**config.mk**
```make
export PLATFORM = sky130hd
export DESIGN_NAME = half_float_argmax_core
export DESIGN_NICKNAME = d
export VERILOG_FILES = /design/src/hfam_pkg.sv /design/src/half_float_argmax_core.sv
export SDC_FILE = /design/constraint.sdc
export NUM_CORES = 1
export LEC_CHECK = 0
export BUFFER_PORTS_ARGS = -buffer_cell sky130_fd_sc_hd__buf_2
export CAP_MARGIN = 10
export CORE_MARGIN = 8
export CORE_UTILIZATION = 59
export DETAILED_ROUTE_END_ITERATION = 10
export PLACE_DENSITY = 0.8
export SLEW_MARGIN = 25
export SYNTH_ARGS = -nofsm -noshare
export SYNTH_HDL_FRONTEND = slang
export SYNTH_SLANG_ARGS = --single-unit
export TNS_END_PERCENT = 50
```
**constraint.sdc**
```tcl
create_clock -name clock -period 6.2 [get_ports clock]
set_input_delay 0.31 -clock clock [delete_from_list [all_inputs] [get_ports clock]]
set_output_delay 0.31 -clock clock [all_outputs]
set_load 0.02 [all_outputs]
```
**src/hfam_pkg.sv**
```systemverilog
// ----------------------------------------------------------------------------
// hfam_pkg: shared types and constants for the half-float argmax core
// Payload structs, field masks and the half-precision ordering function.
// ----------------------------------------------------------------------------
package hfam_pkg;

   localparam int unsigned CodeWidth = 16;
   localparam int unsigned PosWidth  = 18;
   localparam longint unsigned MaxElements = 262144;
   localparam longint unsigned PosMask = (64'd1 << PosWidth) - 64'd1;
   localparam longint unsigned PosLimitWide =
      ((MaxElements - 64'd1) > PosMask) ? PosMask : (MaxElements - 64'd1);
   localparam logic [PosWidth-1:0] PosLimit = PosLimitWide[PosWidth-1:0];

   localparam logic [CodeWidth-1:0] ExpMask  = 16'h7C00;
   localparam logic [CodeWidth-1:0] FracMask = 16'h03FF;

   typedef struct packed {
      logic [CodeWidth-1:0] sample;
      logic                 final_req;
   } req_payload_type;

   typedef struct packed {
      logic [PosWidth-1:0]  winner_index;
      logic [CodeWidth-1:0] winner_value;
   } rsp_payload_type;

   function automatic logic is_nan(input logic [CodeWidth-1:0] c);
      return ((c & ExpMask) == ExpMask) && ((c & FracMask) != '0);
   endfunction

   // Strict IEEE greater-than on raw codes; NaN on either side is false.
   function automatic logic greater_than(input logic [CodeWidth-1:0] a,
                                         input logic [CodeWidth-1:0] b);
      logic signed [CodeWidth:0] ka;
      logic signed [CodeWidth:0] kb;
      ka = a[15] ? -$signed({2'b00, a[14:0]}) : $signed({2'b00, a[14:0]});
      kb = b[15] ? -$signed({2'b00, b[14:0]}) : $signed({2'b00, b[14:0]});
      return !is_nan(a) && !is_nan(b) && (ka > kb);
   endfunction

endpackage

```
**src/half_float_argmax_core.sv**
```systemverilog
// ----------------------------------------------------------------------------
// half_float_argmax_core: streaming argmax over half-precision values
// Tracks the first strictly largest element of each vector.
// ----------------------------------------------------------------------------
// Usage:
//   req channel: one raw half code per transfer, final_req marks the last
//   element of a vector. rsp channel: one transfer per vector carrying the
//   winner's position and raw code.
//   Each element is compared against the running best combinationally, so
//   a new element is taken every cycle unless req_stall holds a final
//   element; the compare-and-update loop on the best register sets that rate.
//   The result appears in the rsp register the cycle after the
//   final element's transfer.
//   When the receiver stalls, the result holds in the rsp register; input
//   keeps flowing while no second result is pending, and req_stall rises
//   only when a final element arrives and the rsp register is still full.
//   Reset clears the running state and the rsp valid; the next element
//   starts a new vector.
// ----------------------------------------------------------------------------
module half_float_argmax_core import hfam_pkg::*; (
   input  logic            clock,
   input  logic            reset,
   input  logic            req_valid,
   output logic            req_stall,
   input  req_payload_type req_payload,
   output logic            rsp_valid,
   input  logic            rsp_stall,
   output rsp_payload_type rsp_payload
);

   logic [CodeWidth-1:0] best_code_ff, best_code_in;
   logic [PosWidth-1:0]  best_pos_ff, best_pos_in;
   logic [PosWidth-1:0]  pos_count_ff, pos_count_in;
   logic                 expect_first_ff, expect_first_in;
   logic                 rsp_valid_ff, rsp_valid_in;
   rsp_payload_type      rsp_payload_ff, rsp_payload_in;
   logic                 req_take;
   logic                 rsp_free;

   // rsp register is free when empty or being drained this cycle
   assign rsp_free  = !rsp_valid_ff || !rsp_stall;
   // hold only a final element when its result has nowhere to go
   assign req_stall = req_payload.final_req && !rsp_free;
   assign req_take  = req_valid && !req_stall;

   always_comb begin
      best_code_in    = best_code_ff;
      best_pos_in     = best_pos_ff;
      pos_count_in    = pos_count_ff;
      expect_first_in = expect_first_ff;
      rsp_valid_in    = rsp_valid_ff && rsp_stall;
      rsp_payload_in  = rsp_payload_ff;
      if (req_take) begin
         if (expect_first_ff) begin
            best_code_in = req_payload.sample;
            best_pos_in  = '0;
            pos_count_in = '0;
         end else begin
            // saturate the position at the limit
            if (pos_count_ff < PosLimit) begin
               pos_count_in = pos_count_ff + 1'b1;
            end
            if (greater_than(req_payload.sample, best_code_ff)) begin
               best_code_in = req_payload.sample;
               best_pos_in  = pos_count_in;
            end
         end
         expect_first_in = req_payload.final_req;
         if (req_payload.final_req) begin
            rsp_valid_in                = 1'b1;
            rsp_payload_in.winner_index = best_pos_in;
            rsp_payload_in.winner_value = best_code_in;
         end
      end
   end

   always_ff @(posedge clock) begin
      if (reset) begin
         best_code_ff    <= '0;
         best_pos_ff     <= '0;
         pos_count_ff    <= '0;
         expect_first_ff <= 1'b1;
         rsp_valid_ff    <= 1'b0;
      end else begin
         best_code_ff    <= best_code_in;
         best_pos_ff     <= best_pos_in;
         pos_count_ff    <= pos_count_in;
         expect_first_ff <= expect_first_in;
         rsp_valid_ff    <= rsp_valid_in;
      end
   end

   always_ff @(posedge clock) begin
      rsp_payload_ff <= rsp_payload_in;
   end

   assign rsp_valid   = rsp_valid_ff;
   assign rsp_payload = rsp_payload_ff;

endmodule
```
==> summary.txt <==
Cells and area
  – Layout area overhead: 9.90%
  – Most used cells in the layout excluding fill and tap cells: nor2_1 (57), buf_2 (56), dfxtp_1 (54), nand2_1 (50), nand2b_1 (36)
  – Commonest non-fill, non-tap cell in the layout: nor2_1
  – Layout cells sized above 1: 16.4%
  – ANT cells: 0
  – Post-layout util: 65.6%
  – Fillers: 722
  – Fin nets: 639

Routing
  – Via count: 4195
  – Vias/cell: 5.90
  – Met2 wire length: 5010 um
  – Drt drc: 0
  – Antenna Nets Post-Route: 0
  – Initial DRT Pass Iterations: 5
  – Wire length on met1: 5190 um
  – DRT Wirelength: 11200 um
  – Uppermost routed layer: met4
  – Met3 routed WL: 759 um
  – Routed len/inst: 15.8 um
  – Initial DRC Count: 355

GRT
  – First-pass GRT wire length: 18600 um
  – Vias in the first global route: 3951
  – Grt ovf: 0
  – Initial antenna violation count: 0
  – Pin count of the biggest net entering global routing: 72
  – GRT Util Overall: 19.4%

Timing
  – Endpoints failing hold: 0
  – Setup TNS: 0 ns
  – Clock Skew: 0.00899 ns
  – Setup violators final: 0
  – Slew margin rel.: 51.6%
  – Worst Tran Pin Value: 0.726 ns
  – Fmax: 201 MHz
  – RSZ-0062 raised after global routing: false
  – Fin crit share: 80.1%
  – Final Max Tran Viols: 0
  – Final worst path period need: 4.96 ns

Clocking
  – H-tree Lvls: 3
  – Later-pin clock latency in the skew report: 0.37 ns
  – Clock transition at the registers of the reported paths: 0.09 ns
  – CTS tree: built
  – # resized after CTS: 0
  – Clock buffer depth: 2
  – CTS sink count: 88
  – Total setup buffers inserted after CTS: 0
  – Num CTS Buffers: 9
  – Hold_buf cts: 0
  – Root buf cell: clkbuf_8

Floorplanning
  – Core Rows: 34
  – Initial Utilization: 59.7%
  – IO Pins: 57
  – Die area: 11900 um^2
  – Die Width: 109 um
  – Vert. Die Dim: 109 um
  – Core Region: 8550 um^2

Flow run
  – Max_cap viols: 0

Synth
  – Sequential fraction of the synthesis area: 41.2%
  – Post-synthesis mux area share: 7.99%
  – Post-Synth Simple-Gate Area: 20.7%
  – Cell accounting for the most synthesized area: dfxtp_1
  – Synth top area share: 21.2%
  – EDFF count, synth: 34
  – Ys flop type: dfxtp_1
  – Synth area leaders: dfxtp_1 (21%), edfxtp_1 (20%), ha_1 (4.9%)
  – Unique masters post-synth: 50
  – Adder-cell share of the synthesized area: 4.90%
  – Synth Area in XOR/XNOR: 6.86%
  – Yosys warns: 0
  – Syn avg cell area: 9.09 um^2
  – Synth Register Bits: 88
  – Mapped Cells: 562
  – Ys async rst share: 0%
  – Syn Nets: 603
  – Main combinational cell family by area after synthesis: simple AND/OR/NAND/NOR gates
  – Post-synthesis compound-gate area fraction: 13.4%
  – Mapped cell area: 5110 um^2

Setup path
  – R2r startpoint: best_code_ff[2]
  – Critical path class: reg -> reg
  – CP startpoint: best_code_ff[2]
  – Crit path DAT: 5.23 ns
  – Worst EP required: 6.47 ns
  – Worst setup EP type: register
  – Crit-path max FO: 24
  – Critical path startpoint category: register

Placed design
  – Gp weighted congestion: 0.918
  – Port bufs: 56
  – Post-DP HPWL: 7600 um

Worst hold path
  – Min-delay src: rsp_stall
  – Class of the worst hold path: in -> reg

Pwr
  – PwrDens: 231 nW/um^2
  – Max IR drop VDD: 0.131 mV
  – Leak: 0.00212 uW

Outcome
  – Outcome: finished clean
==> registers in the layout, indices dropped and copies added, names as in the netlist <==
name,flops
best_code_ff,16
best_pos_ff,18
expect_first_ff,1
pos_count_ff,18
rsp_payload,34
rsp_valid,1
==> final cells by class <==
cell class              count  area, um^2  area share (%)
clock inverters             7        72.6            1.29
multi-input cells         411        2750            49.0
clock buffers               9         124            2.21
inverters                  25        93.8            1.67
repair buffers             63         333            5.93
well taps                 108         135            2.41
flip-flops and latches     88        2100            37.4
==> worst max-delay path: stages, from the launching register on <==
cell	delay (ns)
dfxtp_1	0.38
nor4_1	0.52
nand2b_1	0.18
or4_1	0.52
or3_1	0.36
o31ai_1	0.27
xor2_1	0.11
ha_1	0.30
and3_1	0.20
nand2_1	0.10
o41ai_1	0.57
nor2_1	0.11
a211oi_2	0.29
buf_4	0.24
nor2_2	0.14
buf_4	0.28
o32ai_1	0.27
==> report_power, final <==
part / total, uW / internal [uW] / switching, uW / leakage, uW
clock: 396 / 158 / 238 / 0.0000970
sequential: 643 / 625 / 18.5 / 0.000765
combinational: 257 / 101 / 155 / 0.00126
total: 1300 / 884 / 412 / 0.00212
==> cells in the mapped netlist (16+ instances only) <==
cell type and count:
nor2_1 58, dfxtp_1 54, nand2_1 50, nand2b_1 36, edfxtp_1 34, a21oi_1 28
clkbuf_1 26, inv_1 25, mux2i_1 25, xor2_1 22, ha_1 20, xnor2_1 18
nand3_1 16
==> per-layer routing <==
metal  global-route usage [%]  vias up
met5                        0        -
met4                     9.29        0
li1                         -     2074
met3                     4.49       26
met2                     29.2      122
met1                     25.6     1973
==> logic make-up after synthesis <==
family,count (synthesis)
and+or+nand+nor,212
AOI/OAI and AO/OA,100
DFF,88
buffers and inverters,63
xor gates and xnor gates,40
muxes,39
adders and majority gates,20
==> per-stage QoR <==
| stage | setup slack, ns | std cells | cell area (um^2) | power (uW) | hold WS, ns |
|---|---|---|---|---|---|
| finish | 1.24 | 711 | 5610 | 1300 | 0.189 |
| global route | 0.958 | 711 | 5610 | 1360 | 0.212 |
| CTS | 1.33 | 711 | 5610 | 1300 | 0.183 |
| detailed placement | 1.41 | 695 | 5420 | 908 | 0.468 |
| global placement | 1.62 | 695 | 5420 | 899 | 0.462 |
| floorplan | 1.87 | 562 | 5110 | 842 | 0.445 |
==> final timing paths <==
| path | end | slack (ns) | cells past startpoint |
|---|---|---|---|
| min | rsp_valid | 0.19 | 3 |
| max | best_pos_ff[10] | 1.24 | 16 |
| max reg2reg | best_pos_ff[10] | 1.24 | 16 |
| min reg2reg | best_pos_ff[6] | 0.48 | 2 |
No activity file was read; power rests on OpenSTA's default activity.
